File: config.mk
export PLATFORM = sky130hd
export DESIGN_NAME = cpu_alu_with_flags
export DESIGN_NICKNAME = d
export VERILOG_FILES = /design/src/sv/cpualu_pkg.sv /design/src/sv/cpualu_core.sv /design/src/sv/cpu_alu_with_flags.sv
export SDC_FILE = /design/constraint.sdc
export NUM_CORES = 1
export LEC_CHECK = 0
export BUFFER_PORTS_ARGS = -buffer_cell sky130_fd_sc_hd__buf_2
export CELL_PAD_IN_SITES_DETAIL_PLACEMENT = 0
export CELL_PAD_IN_SITES_GLOBAL_PLACEMENT = 1
export CORE_UTILIZATION = 47
export DETAILED_ROUTE_END_ITERATION = 8
export GPL_ROUTABILITY_DRIVEN = 0
export MAX_ROUTING_LAYER = met4
export PLACE_DENSITY_LB_ADDON = 0.1
export SYNTH_ARGS = -nofsm -noshare
export SYNTH_HDL_FRONTEND = slang
export SYNTH_HIERARCHICAL = 1
export SYNTH_SLANG_ARGS = --single-unit
export TNS_END_PERCENT = 30
File: constraint.sdc
create_clock -name clk -period 5.12 [get_ports clk]
set_input_delay 0.256 -clock clk [delete_from_list [all_inputs] [get_ports clk]]
set_output_delay 0.256 -clock clk [all_outputs]
set_load 0.01 [all_outputs]
File: src/sv/cpualu_pkg.sv
// types and operation codes shared by the alu core and the top level
package cpualu_pkg;

  typedef struct packed {
    logic z;
    logic n;
    logic h;
    logic c;
  } flags_t;

  typedef enum logic [5:0] {
    FN_ADD8  = 6'd0,
    FN_ADC8  = 6'd1,
    FN_SUB8  = 6'd2,
    FN_SBC8  = 6'd3,
    FN_CP    = 6'd4,
    FN_AND   = 6'd5,
    FN_OR    = 6'd6,
    FN_XOR   = 6'd7,
    FN_INC8  = 6'd8,
    FN_DEC8  = 6'd9,
    FN_ADD16 = 6'd10,
    FN_ADC16 = 6'd11,
    FN_SBC16 = 6'd12,
    FN_INC16 = 6'd13,
    FN_DEC16 = 6'd14,
    FN_RL    = 6'd15,
    FN_RLA   = 6'd16,
    FN_RLC   = 6'd17,
    FN_RLCA  = 6'd18,
    FN_RR    = 6'd19,
    FN_RRA   = 6'd20,
    FN_RRC   = 6'd21,
    FN_RRCA  = 6'd22,
    FN_SLA   = 6'd23,
    FN_SRA   = 6'd24,
    FN_SRL   = 6'd25,
    FN_BIT   = 6'd26,
    FN_SET   = 6'd27,
    FN_RES   = 6'd28,
    FN_DAA   = 6'd29,
    FN_CPL   = 6'd30,
    FN_CCF   = 6'd31,
    FN_SCF   = 6'd32,
    FN_MOVE  = 6'd33
  } alu_func_t;

  localparam alu_func_t FN_LAST = FN_MOVE;

endpackage

File: src/sv/cpualu_core.sv
// combinational alu datapath: result, write enable and next flags for one operation
module cpualu_core import cpualu_pkg::*; (
  input  logic [5:0]  func,
  input  logic [15:0] lhs,
  input  logic [15:0] rhs,
  input  logic [2:0]  bit_index,
  input  flags_t      flags_in,
  output logic [15:0] result,
  output logic        writes_result,
  output flags_t      flags_out
);

  function automatic logic [8:0] daa_adjust(input logic [7:0] a, input flags_t f);
    logic [7:0] add;
    logic       nc;
    begin
      add = 8'h00;
      nc  = 1'b0;
      if (f.n) begin
        if (f.c) begin
          add = f.h ? 8'h9a : 8'ha0;
          nc  = 1'b1;
        end else if (f.h) begin
          add = 8'hfa;
        end
      end else if (f.c) begin
        add = (f.h || (a[3:0] >= 4'ha)) ? 8'h66 : 8'h60;
        nc  = 1'b1;
      end else if (f.h) begin
        if (a[7:4] >= 4'ha) begin
          add = 8'h66;
          nc  = 1'b1;
        end else begin
          add = 8'h06;
        end
      end else if (a[3:0] >= 4'ha) begin
        if (a[7:4] >= 4'h9) begin
          add = 8'h66;
          nc  = 1'b1;
        end else begin
          add = 8'h06;
        end
      end else if (a[7:4] >= 4'ha) begin
        add = 8'h60;
        nc  = 1'b1;
      end
      daa_adjust = {nc, a + add};
    end
  endfunction

  logic [7:0]  a;
  logic [7:0]  v;
  logic        cin;
  logic [7:0]  bit_mask;

  assign a        = lhs[7:0];
  assign v        = rhs[7:0];
  assign cin      = flags_in.c;
  assign bit_mask = 8'b1 << bit_index;

  always_comb begin
    logic [8:0]  t9;
    logic [16:0] t17;
    logic        ci;
    logic        out_bit;
    logic        fill;
    logic [7:0]  sh;
    logic [8:0]  daa_w;
    t9      = '0;
    t17     = '0;
    ci      = 1'b0;
    out_bit = 1'b0;
    fill    = 1'b0;
    sh      = '0;
    daa_w   = '0;
    result        = lhs;
    writes_result = 1'b1;
    flags_out     = flags_in;
    unique case (func)
      FN_ADD8, FN_ADC8: begin
        ci = (func == FN_ADC8) ? cin : 1'b0;
        t9 = {1'b0, a} + {1'b0, v} + {8'b0, ci};
        flags_out.z = (t9[7:0] == 8'h00);
        flags_out.n = 1'b0;
        flags_out.h = a[4] ^ v[4] ^ t9[4];
        flags_out.c = t9[8];
        result = {8'h00, t9[7:0]};
      end
      FN_SUB8, FN_SBC8, FN_CP: begin
        ci = (func == FN_SBC8) ? cin : 1'b0;
        t9 = {1'b0, a} - {1'b0, v} - {8'b0, ci};
        flags_out.z = (t9[7:0] == 8'h00);
        flags_out.n = 1'b1;
        flags_out.h = a[4] ^ v[4] ^ t9[4];
        flags_out.c = t9[8];
        if (func == FN_CP) begin
          writes_result = 1'b0;
        end else begin
          result = {8'h00, t9[7:0]};
        end
      end
      FN_AND, FN_OR, FN_XOR: begin
        sh = (func == FN_AND) ? (a & v) : (func == FN_OR) ? (a | v) : (a ^ v);
        result = {8'h00, sh};
        flags_out.z = (sh == 8'h00);
        flags_out.n = 1'b0;
        flags_out.h = (func == FN_AND);
        flags_out.c = 1'b0;
      end
      FN_INC8, FN_DEC8: begin
        sh = (func == FN_INC8) ? (a + 8'd1) : (a - 8'd1);
        result = {8'h00, sh};
        flags_out.z = (sh == 8'h00);
        flags_out.n = (func == FN_DEC8);
        flags_out.h = (func == FN_INC8) ? (a[3:0] == 4'hf) : (a[3:0] == 4'h0);
      end
      FN_ADD16, FN_ADC16, FN_SBC16: begin
        ci = (func == FN_ADD16) ? 1'b0 : cin;
        if (func == FN_SBC16) begin
          t17 = {1'b0, lhs} - {1'b0, rhs} - {16'b0, ci};
        end else begin
          t17 = {1'b0, lhs} + {1'b0, rhs} + {16'b0, ci};
        end
        flags_out.z = (t17[15:0] == 16'h0000);
        flags_out.n = (func == FN_SBC16);
        flags_out.h = lhs[12] ^ rhs[12] ^ t17[12];
        flags_out.c = t17[16];
        result = t17[15:0];
      end
      FN_INC16: result = lhs + 16'd1;
      FN_DEC16: result = lhs - 16'd1;
      FN_RL, FN_RLA, FN_RLC, FN_RLCA, FN_SLA: begin
        out_bit = a[7];
        if (func == FN_RL || func == FN_RLA) begin
          fill = cin;
        end else if (func == FN_SLA) begin
          fill = 1'b0;
        end else begin
          fill = out_bit;
        end
        sh = {a[6:0], fill};
        result = {8'h00, sh};
        flags_out.c = out_bit;
        flags_out.n = 1'b0;
        flags_out.h = 1'b0;
        if (func != FN_RLA) flags_out.z = (sh == 8'h00);
      end
      FN_RR, FN_RRA, FN_RRC, FN_RRCA, FN_SRA, FN_SRL: begin
        out_bit = a[0];
        if (func == FN_RR || func == FN_RRA) begin
          fill = cin;
        end else if (func == FN_SRA) begin
          fill = a[7];
        end else if (func == FN_SRL) begin
          fill = 1'b0;
        end else begin
          fill = out_bit;
        end
        sh = {fill, a[7:1]};
        result = {8'h00, sh};
        flags_out.c = out_bit;
        flags_out.n = 1'b0;
        flags_out.h = 1'b0;
        if (func != FN_RRA && func != FN_RRCA) flags_out.z = (sh == 8'h00);
      end
      FN_BIT: begin
        flags_out.z = ((v & bit_mask) == 8'h00);
        flags_out.n = 1'b0;
        flags_out.h = 1'b1;
        writes_result = 1'b0;
      end
      FN_SET: result = {8'h00, a | bit_mask};
      FN_RES: result = {8'h00, a & ~bit_mask};
      FN_DAA: begin
        daa_w = daa_adjust(a, flags_in);
        result = {8'h00, daa_w[7:0]};
        flags_out.c = daa_w[8];
        flags_out.z = (daa_w[7:0] == 8'h00);
      end
      FN_CPL: begin
        result = {8'h00, ~a};
        flags_out.n = 1'b1;
        flags_out.h = 1'b1;
      end
      FN_CCF: begin
        flags_out.n = 1'b0;
        flags_out.h = cin;
        flags_out.c = ~cin;
        writes_result = 1'b0;
      end
      FN_SCF: begin
        flags_out.n = 1'b0;
        flags_out.h = 1'b0;
        flags_out.c = 1'b1;
        writes_result = 1'b0;
      end
      FN_MOVE: result = rhs;
      default: writes_result = 1'b0;
    endcase
  end

endmodule

File: src/sv/cpu_alu_with_flags.sv
// top level: input register, alu core, flag register and result register
// an accepted word moves from the input register to the offered result register
// throughput: one word per cycle while out_ready is high; the flag register
//   closes the loop between consecutive operations in the single alu pass
// reset: synchronous active-low rst_n empties both stages and clears Z N H C
module cpu_alu_with_flags import cpualu_pkg::*; (
  input  logic        clk,
  input  logic        rst_n,
  input  logic        in_valid,
  output logic        in_ready,
  input  logic [5:0]  in_func,
  input  logic [15:0] in_lhs,
  input  logic [15:0] in_rhs,
  input  logic [2:0]  in_bit_index,
  output logic        out_valid,
  input  logic        out_ready,
  output logic [15:0] out_result,
  output logic        out_writes_result,
  output logic        out_zero_flag,
  output logic        out_subtract_flag,
  output logic        out_half_carry_flag,
  output logic        out_carry_flag
);

  logic        s1_valid_r;
  logic [5:0]  s1_func_r;
  logic [15:0] s1_lhs_r;
  logic [15:0] s1_rhs_r;
  logic [2:0]  s1_bit_index_r;
  flags_t      flag_r;
  logic        out_valid_r;
  logic [15:0] out_result_r;
  logic        out_wr_r;
  flags_t      out_flags_r;
  logic        s1_move;
  logic [15:0] alu_result;
  logic        alu_wr;
  flags_t      flag_nxt;

  assign s1_move  = s1_valid_r && (!out_valid_r || out_ready);
  assign in_ready = !s1_valid_r || s1_move;

  cpualu_core u_core (
    .func          (s1_func_r),
    .lhs           (s1_lhs_r),
    .rhs           (s1_rhs_r),
    .bit_index     (s1_bit_index_r),
    .flags_in      (flag_r),
    .result        (alu_result),
    .writes_result (alu_wr),
    .flags_out     (flag_nxt)
  );

  always_ff @(posedge clk) begin
    if (!rst_n) begin
      s1_valid_r  <= 1'b0;
      out_valid_r <= 1'b0;
      flag_r      <= '0;
    end else begin
      if (in_ready) s1_valid_r <= in_valid;
      if (s1_move) begin
        out_valid_r <= 1'b1;
        flag_r      <= flag_nxt;
      end else if (out_ready) begin
        out_valid_r <= 1'b0;
      end
    end
  end

  always_ff @(posedge clk) begin
    if (in_valid && in_ready) begin
      s1_func_r      <= in_func;
      s1_lhs_r       <= in_lhs;
      s1_rhs_r       <= in_rhs;
      s1_bit_index_r <= in_bit_index;
    end
    if (s1_move) begin
      out_result_r <= alu_result;
      out_wr_r     <= alu_wr;
      out_flags_r  <= flag_nxt;
    end
  end

  assign out_valid           = out_valid_r;
  assign out_result          = out_result_r;
  assign out_writes_result   = out_wr_r;
  assign out_zero_flag       = out_flags_r.z;
  assign out_subtract_flag   = out_flags_r.n;
  assign out_half_carry_flag = out_flags_r.h;
  assign out_carry_flag      = out_flags_r.c;

  a_flags_hold: assert property (@(posedge clk) disable iff (!rst_n)
    !s1_move |=> $stable(flag_r))
    else $error("flag register changed without an operation");

  a_flags_match: assert property (@(posedge clk) disable iff (!rst_n)
    s1_move |=> out_flags_r == flag_r)
    else $error("reported flags differ from stored flags");

  a_stall_blocks_input: assert property (@(posedge clk) disable iff (!rst_n)
    s1_valid_r && out_valid_r && !out_ready |-> !in_ready)
    else $error("input accepted while both stages are full");

  a_unknown_func: assert property (@(posedge clk) disable iff (!rst_n)
    s1_move && (s1_func_r > FN_LAST) |=>
      !out_wr_r && out_result_r == $past(s1_lhs_r) && out_flags_r == $past(flag_r))
    else $error("unknown operation changed state");

endmodule
======== After elaboration in Yosys (flattened, before gate mapping) ========
Index checks and enable logic that the tools add are counted.
word-level totals
  register bits after elaboration ......... 68
  input bits .............................. 45
  output and inout port bits .............. 23
  word-level logic and storage cells ...... 161
cells by class
  $add $sub $neg .......................... 13
  $lt $le $gt $ge ......................... 3
  equality and inequality tests ........... 37
  shift operators ......................... 1
  muxes and demuxes ....................... 46
  bitwise logic cells ..................... 14
  reductions and logical operators ........ 31
operator list
  kind                                                                   number
  16-bit case mux with 14 select lines                                   1
  6-bit by 5-bit == test with 1-bit output (second input constant)       16
  8-bit 2-to-1 mux                                                       10
  8-bit zero test                                                        8
  6-bit by 4-bit == test with 1-bit output (second input constant)       8
  17-bit 2-to-1 mux                                                      2
  28-bit OR reduction                                                    1
  8-bit AND                                                              3
  6-bit by 3-bit == test with 1-bit output (second input constant)       4
  1-bit 2-to-1 mux                                                       23
  7-bit 2-to-1 mux                                                       3
  6-bit by 5-bit != test with 1-bit output (second input constant)       3
  1-bit case mux with 9 select lines                                     2
  2-bit case mux with 9 select lines                                     1
  16-bit by 16-bit adder with 17-bit output                              1
  17-bit by 1-bit adder with 17-bit output                               1
  16-bit by 16-bit subtractor with 17-bit output                         1
  17-bit by 1-bit subtractor with 17-bit output                          1
  16-bit by 1-bit adder with 16-bit output (second input constant)       1
  16-bit zero test                                                       1
  16-bit 2-to-1 mux                                                      1
  8-bit inverter                                                         2
  8-bit bitwise OR                                                       2
  16-bit by 1-bit subtractor with 16-bit output (second input constant)  1
  other kinds (30)                                                       48

======== Depth between registers and ports, before layout ========
Gate-level depths: netlist of the first run.
  depth in word-level cells ............... 10
  mapped depth ............................ 19
  mapped depth without buffers ............ 18

======== Cells and area by module ========
Netlist of the first run, hierarchy kept.
by module, submodules not included
  module              times used  cells an instance  area an instance (um2)  sequential area each (um2)
  cpualu_core         1           916                6,074.6                 0.0
  cpu_alu_with_flags  1           89                 2,119.5                 1,981.9

======== Worst setup path after synthesis of the first run ========
OpenSTA, ideal clock, no wires.
  kind .................................... register to register
  start point ............................. register s1_func_r[2]
  end point ............................... register flag_r[3] (netlist name)
  library setup time ...................... 72 ps
  data arrival time ....................... 3,890 ps
  required time ........................... 5,048 ps
  path slack .............................. 1,159 ps
  stages on the path, launching flop included .. 18
  path buffers ............................ 2
  period minus slack after synthesis ...... 3,961 ps
  path through ............................ edfxtp_1 -> clkbuf_1 -> buf_1 -> nor2_1 -> a21o_1 -> fa_1 -> fa_1 -> o21a_1 -> o22ai_1 -> o21bai_1 -> xnor2_1 -> nor2_1 -> a21oi_1 -> nand4_1 -> or4_1 -> o41ai_2 -> nand2_1 -> mux2i_1
RTL lines
  item                      line                      source
  start: declaration        cpu_alu_with_flags.sv:26  logic [5:0] s1_func_r;
  start signal: assignment  cpu_alu_with_flags.sv:72  s1_func_r <= in_func;
  end signal: assignment    cpu_alu_with_flags.sv:63  flag_r <= flag_nxt;
  end: declaration          cpu_alu_with_flags.sv:30  flags_t flag_r;

==> impl_metrics.prom, run 1 <==
# TYPE chip_impl_metric gauge
chip_impl_metric{name="timing.reg2reg.setup_slack",unit="ps"} 570
chip_impl_metric{name="antenna_found_initial",unit=""} 1
chip_impl_metric{name="area_growth",unit="%"} 10.8
chip_impl_metric{name="postCtsHoldBufs",unit=""} 0
chip_impl_metric{name="post_drt_via_cell_ratio",unit=""} 6.34
chip_impl_metric{name="final_slew_violations",unit=""} 0
chip_impl_metric{name="p_per_area",unit="mW/mm^2"} 234
chip_impl_metric{name="chipHeight",unit="um"} 134
chip_impl_info{name="tritoncts_clock_tree",value="yes"} 1
chip_impl_metric{name="number_of_global_route_vias_before_repair",unit=""} 7549
chip_impl_metric{name="tritoncts_num_sinks",unit=""} 68
chip_impl_metric{name="worst_ir_drop_vdd",unit="mV"} 0.164
chip_impl_metric{name="critPathRequiredTime",unit="ps"} 5390
chip_impl_metric{name="final_period_minus_worst_setup_slack",unit="ps"} 4550
chip_impl_metric{name="drive_above_1_share",unit="%"} 12.2
chip_impl_info{name="run_status",value="finished, final reports clean"} 1
chip_impl_metric{name="tns",unit="ps"} 0
chip_impl_info{name="worst_setup_end_kind",value="flop"} 1
chip_impl_metric{name="routedWlPerCell",unit="um"} 22.2
chip_impl_metric{name="cts_inserted_buffers",unit=""} 9
chip_impl_metric{name="synth.cell_area",unit="sq mm"} 0.00819
chip_impl_metric{name="dp_worst_setup_slack",unit="ps"} 698
chip_impl_metric{name="cts_max_path_buffers",unit=""} 2
chip_impl_metric{name="fin_crit_sh",unit="%"} 88.8
chip_impl_metric{name="core",unit="sq mm"} 0.0168
chip_impl_metric{name="postLayoutSetupSlackWorst",unit="ps"} 574
chip_impl_metric{name="report.final.setup_viol",unit=""} 0
chip_impl_metric{name="post_cts.repair.setup_buffers",unit=""} 0
chip_impl_metric{name="asyncSetResetFlopFracSynth",unit="%"} 0
chip_impl_metric{name="remaining_drc_errors",unit=""} 0
chip_impl_metric{name="hold_viol_final",unit=""} 0
chip_impl_metric{name="post-layout-total-power",unit="W"} 0.00212
chip_impl_info{name="synth_flop_cell",value="edfxtp_1"} 1
chip_impl_metric{name="boundaryPins",unit=""} 68
chip_impl_info{name="min-delay-path-class",value="input pin to flop"} 1
chip_impl_metric{name="cts_resized",unit=""} 0
chip_impl_metric{name="final_nets",unit=""} 1196
chip_impl_metric{name="row_count",unit=""} 47
chip_impl_metric{name="synth_seq_area_share",unit="%"} 24.2
chip_impl_metric{name="routed_wirelength",unit="um"} 28500
chip_impl_metric{name="number_of_warnings_issued_by_yosys",unit=""} 6
chip_impl_metric{name="clkLatencyLatePin",unit="ps"} 360
chip_impl_metric{name="antenna_violating_nets_remaining",unit=""} 0
chip_impl_metric{name="vias",unit=""} 8115
chip_impl_metric{name="starting_density",unit="%"} 48.7
chip_impl_metric{name="combined_global_route_utilization_of_all_metal_layers",unit="%"} 33.6
chip_impl_metric{name="initialDrtViolationCount",unit=""} 1013
chip_impl_metric{name="critPathMaxFanout",unit=""} 13
chip_impl_info{name="setup_crit_path_kind",value="flop to flop"} 1
chip_impl_metric{name="synth_area_per_cell",unit="sq um"} 8.15
chip_impl_metric{name="worstPathArrival",unit="ps"} 4820
chip_impl_metric{name="clock_pin_transition_on_the_worst_setup_and_hold_timing_paths",unit="ps"} 80
chip_impl_info{name="global_route.peak_usage_layer",value="met1"} 1
chip_impl_metric{name="dieArea",unit="sq mm"} 0.0180
chip_impl_metric{name="netlist_instances",unit=""} 1005
chip_impl_metric{name="synth.net_count",unit=""} 1147
chip_impl_info{name="unrepaired_setup_endpoints_after_global_routing",value="false"} 1
chip_impl_metric{name="postSynthRegisterBits",unit=""} 68
chip_impl_metric{name="htree_levels",unit=""} 3
chip_impl_metric{name="globalRouteMet2Util",unit="%"} 46.8
chip_impl_metric{name="post-dp-hpwl",unit="um"} 21900
chip_impl_metric{name="worstMarginPinSlew",unit="ps"} 978
chip_impl_metric{name="slew-limit-headroom",unit="%"} 34.3
chip_impl_metric{name="timing.fmax",unit="MHz"} 220
chip_impl_metric{name="globalRouteMet3Util",unit="%"} 7.07
chip_impl_info{name="cts.root.buffer_cell",value="clkbuf_16"} 1
chip_impl_info{name="start_kind",value="flop"} 1
chip_impl_metric{name="synth_cell_type_count",unit=""} 79
chip_impl_metric{name="grt_pass1_wl",unit="um"} 43900
chip_impl_metric{name="port_buffers",unit=""} 67
chip_impl_metric{name="overflow",unit=""} 0
chip_impl_metric{name="maxCapViolCount",unit=""} 0
chip_impl_metric{name="firstDrtPassIters",unit=""} 6
chip_impl_metric{name="fin_skew",unit="ps"} 21.6
chip_impl_metric{name="grt_start_max_net_pins",unit=""} 42
chip_impl_metric{name="synth_edf_count",unit=""} 62
chip_impl_metric{name="die_x",unit="um"} 134
chip_impl_metric{name="grt.met1_usage",unit="%"} 47.0
chip_impl_metric{name="p_leak",unit="nW"} 3.71
layout make-up:
type	count	area [sq um]
Clock buffer	10	229
Antenna cell	1	2.50
Tap cell	220	275
Inverter	73	274
Multi-Input combinational cell	807	5700
Sequential cell	68	1980
Timing Repair Buffer	95	546
Fill cell	1655	7740
Clock inverter	6	63.8
final timing paths:
check,cells after the start,to,from
setup / recovery,17,flag_r[3],s1_func_r[5]
hold / removal,1,s1_lhs_r[7],in_lhs[7]
setup reg to reg,17,flag_r[3],s1_func_r[5]
hold reg to reg,2,flag_r[0],flag_r[0]
cell families (layout without fill, tap and decap cells):
family          after synthesis  after routing  share of synthesized area, %
compound gates              319            319                          25.6
xor+xnor                     67             67                          7.16
fa+ha+maj                    97             97                          15.8
buf+inv                     130            184                          6.40
flops                        68             68                          24.2
mux                          19             19                          2.35
other cells                   0              1                             0
simple gates                305            305                          18.5
cells in the final DEF, fill, tap and decap left out, types with 22 or more instances in the layout:
cell type | Yosys | routed
a21oi_1 | 84 | 83
nand3_1 | 29 | 29
nor2_1 | 78 | 78
inv_1 | 72 | 72
edfxtp_1 | 62 | 62
a31oi_1 | 25 | 25
o21ai_0 | 57 | 57
xnor2_1 | 43 | 43
xor2_1 | 24 | 24
buf_4 | 0 | 28
nor3_1 | 23 | 22
nand2_1 | 81 | 81
buf_2 | 11 | 67
ha_1 | 86 | 86
per-stage QoR:
stage | cell area [sq um] | std cells | utilization (%) | hold WS (ps)
floorplan | 8190 | 1005 | - | 355
global placement | 8780 | 1263 | 52.2 | 432
detailed placement | 8780 | 1263 | 52.2 | 434
CTS | 9070 | 1279 | 54.0 | 69.6
global route | 9080 | 1280 | 54.0 | 71.9
finish | 9080 | 1280 | 54.0 | 73.8
worst max-delay path, stage by stage (launching register included):
cell and delay (ps):
edfxtp_1 580, nor3b_4 480, a21o_1 290, inv_1 80, fa_1 530, inv_1 70
ha_1 180, o21ai_0 270, a21oi_1 140, o211ai_2 170, nand3_1 110, a41oi_2 210
xor2_1 160, mux2i_1 100, or4_1 570, o41ai_2 290, nand2_1 100, mux2i_1 130
flip-flops by register name (all words and copies together), names as in the netlist, 3 cells and up:
register	cells
s1_lhs_r	16
s1_bit_index_r	3
flag_r	4
s1_rhs_r	16
out_result	16
s1_func_r	6
report_power, final:
part / leakage (nW) / internal [W] / switching (W)
clock: 0.139 / 0.000378 / 0.000271
combinational: 2.93 / 0.000297 / 0.000493
sequential: 0.648 / 0.000648 / 0.0000371
cell usage after synthesis (9+ instances only):
library cell  count  area [sq um]
a21o_1           21           158
a21oi_1          84           420
a22oi_1          11          82.6
a31oi_1          25           156
and2_1            9          56.3
buf_2            11          55.1
clkbuf_1         40           150
edfxtp_1         62          1860
fa_1             11           220
ha_1             86          1080
inv_1            72           270
mux2i_1          17           170
nand2_1          81           304
nand2b_1         18           113
nand3_1          29           145
nand4_1          17           106
nor2_1           78           293
nor2b_1          12          75.1
nor3_1           23           115
o211ai_1          9          67.6
o21a_1           10          75.1
o21ai_0          57           285
o22ai_1          15          93.8
xnor2_1          43           377
xor2_1           24           210
layer usage:
layer,vias to the layer above,share of wire [%]
met5,-,0
met3,72,11
met4,0,4.1
met2,465,41
li1,3812,-
met1,3766,45
No activity file was read; power rests on OpenSTA's default activity.
==> run 2: changes to the inputs <==
RECOVER_POWER = 100   (was default)
SKIP_CTS_REPAIR_TIMING = 1   (was default)
==> run 2 against run 1 <==
Against the previous run:
- the flow now finishes with violations (max-capacitance violations, max-slew violations)
- first-iteration DRC count fell by 2.4%
- non-clock buffer count did not move
- cell area fell by 0.70%
- total power fell by 0.32%
- wire length rose by 0.14%
- sequential power barely moved
- critical endpoint unchanged
- core utilization fell by 0.38 points
==> impl_metrics.prom, run 2 (synthesis results as in run 1) <==
# TYPE chip_impl_metric gauge
chip_impl_metric{name="grt_start_max_net_pins",unit=""} 42
chip_impl_metric{name="core",unit="sq mm"} 0.0168
chip_impl_info{name="cts.root.buffer_cell",value="clkbuf_16"} 1
chip_impl_metric{name="fin_skew",unit="ps"} 21.2
chip_impl_metric{name="timing.fmax",unit="MHz"} 213
chip_impl_metric{name="placed_cells",unit=""} 1263
chip_impl_info{name="tritoncts_clock_tree",value="yes"} 1
chip_impl_metric{name="critPathMaxFanout",unit=""} 13
chip_impl_metric{name="power.share.clock",unit="%"} 30.6
chip_impl_metric{name="worstRegToRegCells",unit=""} 17
chip_impl_metric{name="firstDrtPassIters",unit=""} 6
chip_impl_info{name="start_kind",value="flop"} 1
chip_impl_metric{name="cts_inserted_buffers",unit=""} 9
chip_impl_metric{name="number_of_global_route_vias_before_repair",unit=""} 7549
chip_impl_metric{name="slew-limit-headroom",unit="%"} -69.0
chip_impl_metric{name="worstPathArrival",unit="ps"} 4940
chip_impl_metric{name="tritoncts_num_sinks",unit=""} 68
chip_impl_metric{name="tns",unit="ps"} 0
chip_impl_metric{name="chipHeight",unit="um"} 134
chip_impl_metric{name="starting_density",unit="%"} 48.7
chip_impl_info{name="layout.cells.most_common_list",value="ha_1 (86), a21oi_1 (83), nand2_1 (81)"} 1
chip_impl_metric{name="routed_wirelength",unit="um"} 28500
chip_impl_metric{name="initialDrtViolationCount",unit=""} 989
chip_impl_info{name="run_status",value="finished, violations left"} 1
chip_impl_metric{name="htree_levels",unit=""} 3
chip_impl_metric{name="power_report.internal_total",unit="W"} 0.00132
chip_impl_metric{name="antenna_violating_nets_remaining",unit=""} 0
chip_impl_metric{name="row_count",unit=""} 47
chip_impl_metric{name="clock_pin_transition_on_the_worst_setup_and_hold_timing_paths",unit="ps"} 80
chip_impl_info{name="violations_in_the_final_reports",value="max-capacitance violations, max-slew violations"} 1
chip_impl_metric{name="report.final.setup_viol",unit=""} 0
chip_impl_metric{name="port_buffers",unit=""} 67
chip_impl_metric{name="vias",unit=""} 8136
chip_impl_metric{name="remaining_drc_errors",unit=""} 0
chip_impl_metric{name="antenna_found_initial",unit=""} 1
chip_impl_metric{name="combined_global_route_utilization_of_all_metal_layers",unit="%"} 33.6
chip_impl_metric{name="critPathRequiredTime",unit="ps"} 5380
chip_impl_metric{name="worstMarginPinSlew",unit="ps"} 2530
chip_impl_metric{name="maxCapViolCount",unit=""} 3
chip_impl_info{name="unrepaired_setup_endpoints_after_global_routing",value="false"} 1
chip_impl_metric{name="boundaryPins",unit=""} 68
chip_impl_info{name="min-delay-path-class",value="input pin to flop"} 1
chip_impl_metric{name="post-dp-hpwl",unit="um"} 21900
chip_impl_metric{name="die_x",unit="um"} 134
chip_impl_metric{name="final_nets",unit=""} 1196
chip_impl_metric{name="power.switching_fraction",unit="%"} 37.7
chip_impl_metric{name="final_period_minus_worst_setup_slack",unit="ps"} 4680
chip_impl_metric{name="drive_above_1_share",unit="%"} 9.25
chip_impl_metric{name="grt_pass1_wl",unit="um"} 43900
chip_impl_info{name="setup_crit_path_kind",value="flop to flop"} 1
chip_impl_metric{name="combPwrFrac",unit="%"} 37.0
chip_impl_metric{name="hold_viol_final",unit=""} 0
chip_impl_metric{name="routedWlPerCell",unit="um"} 22.3
chip_impl_info{name="worst_setup_end_kind",value="flop"} 1
chip_impl_metric{name="seq_power_share",unit="%"} 32.4
chip_impl_metric{name="final_slew_violations",unit=""} 110
chip_impl_metric{name="overflow",unit=""} 0
chip_impl_metric{name="timing.reg2reg.setup_slack",unit="ps"} 440
chip_impl_metric{name="p_leak",unit="nW"} 3.62
chip_impl_metric{name="cts_max_path_buffers",unit=""} 2
chip_impl_metric{name="worst_ir_drop_vdd",unit="mV"} 0.164
chip_impl_metric{name="clkLatencyLatePin",unit="ps"} 360
chip_impl_metric{name="post_drt_via_cell_ratio",unit=""} 6.36
chip_impl_metric{name="area_growth",unit="%"} 9.99
chip_impl_info{name="layout.cells.most_common",value="ha_1"} 1
chip_impl_metric{name="dieArea",unit="sq mm"} 0.0180
chip_impl_metric{name="p_per_area",unit="mW/mm^2"} 235
chip_impl_metric{name="layoutNonFillerInstCount",unit=""} 1280
chip_impl_metric{name="hold-path-cell-count",unit=""} 1
chip_impl_metric{name="switching_power",unit="W"} 0.000797
chip_impl_metric{name="fin_crit_sh",unit="%"} 91.5
==> run 2: cell types whose count changed in the layout (fill, tap and decap cells not counted) <==
cell,change
and2_0,+1
and2_2,-1
buf_2,-23
buf_4,-5
clkbuf_1,+28
nor2b_1,+1
nor2b_4,-1
o41ai_1,+1
o41ai_2,-1
==> run 2: critical path, cell delays in order (launching register included) <==
cell,delay (ps)
edfxtp_1,590
nor3b_4,490
a21o_1,300
inv_1,80
fa_1,530
inv_1,70
ha_1,180
o21ai_0,260
a21oi_1,130
o211ai_2,170
nand3_1,110
a41oi_2,210
xor2_1,160
mux2i_1,100
or4_1,550
o41ai_1,400
nand2_1,100
mux2i_1,140
==> run 2: stage by stage <==
step / total power [W] / utilization (%) / cell area [sq um] / worst slack (ps) / hold slack, ps
6_report: 0.00212 / 53.6 / 9010 / 436 / 74.6
3_5_place_dp: 0.00146 / 52.2 / 8780 / 698 / 434
4_1_cts: 0.00211 / 54.0 / 9070 / 663 / 69.6
5_1_grt: 0.00222 / 53.6 / 9010 / 146 / 71.9
3_3_place_gp: 0.00146 / 52.2 / 8780 / 843 / 432
2_1_floorplan: 0.00123 / - / 8190 / 1160 / 355
==> run 2: worst paths after layout <==
path / startpoint / to
min reg2reg: flag_r[0] / flag_r[0]
max reg2reg: s1_func_r[5] / flag_r[3]
min: in_lhs[7] / s1_lhs_r[7]
max: s1_func_r[5] / flag_r[3]
==> run 2: routing by layer <==
layer / up-vias / GRT usage [%] / share of wire, %
li1: 3808 / - / -
met1: 3793 / 47.0 / 45
met2: 468 / 46.8 / 41
met3: 67 / 7.07 / 11
met4: 0 / 14.0 / 3.8
met5: - / - / 0
==> run 2: cell type report <==
type	count	area (sq um)
Sequential cell	68	1980
Multi-Input combinational cell	807	5690
Clock inverter	6	63.8
Tap cell	220	275
Timing Repair Buffer	95	498
Fill cell	1675	7810
Inverter	73	274
Antenna cell	1	2.50
Clock buffer	10	229
==> run 2: power groups by stage <==
| stage | sequential [W] | combinational, W | clock (W) |
|---|---|---|---|
| after global routing | 0.000691 | 0.000856 | 0.000675 |
| final | 0.000687 | 0.000783 | 0.000647 |
| after floorplan | 0.000689 | 0.000544 | 0 |
| after global placement | 0.000696 | 0.000764 | 0 |
| after CTS | 0.000684 | 0.000769 | 0.000658 |
| after detailed placement | 0.000696 | 0.000762 | 0 |
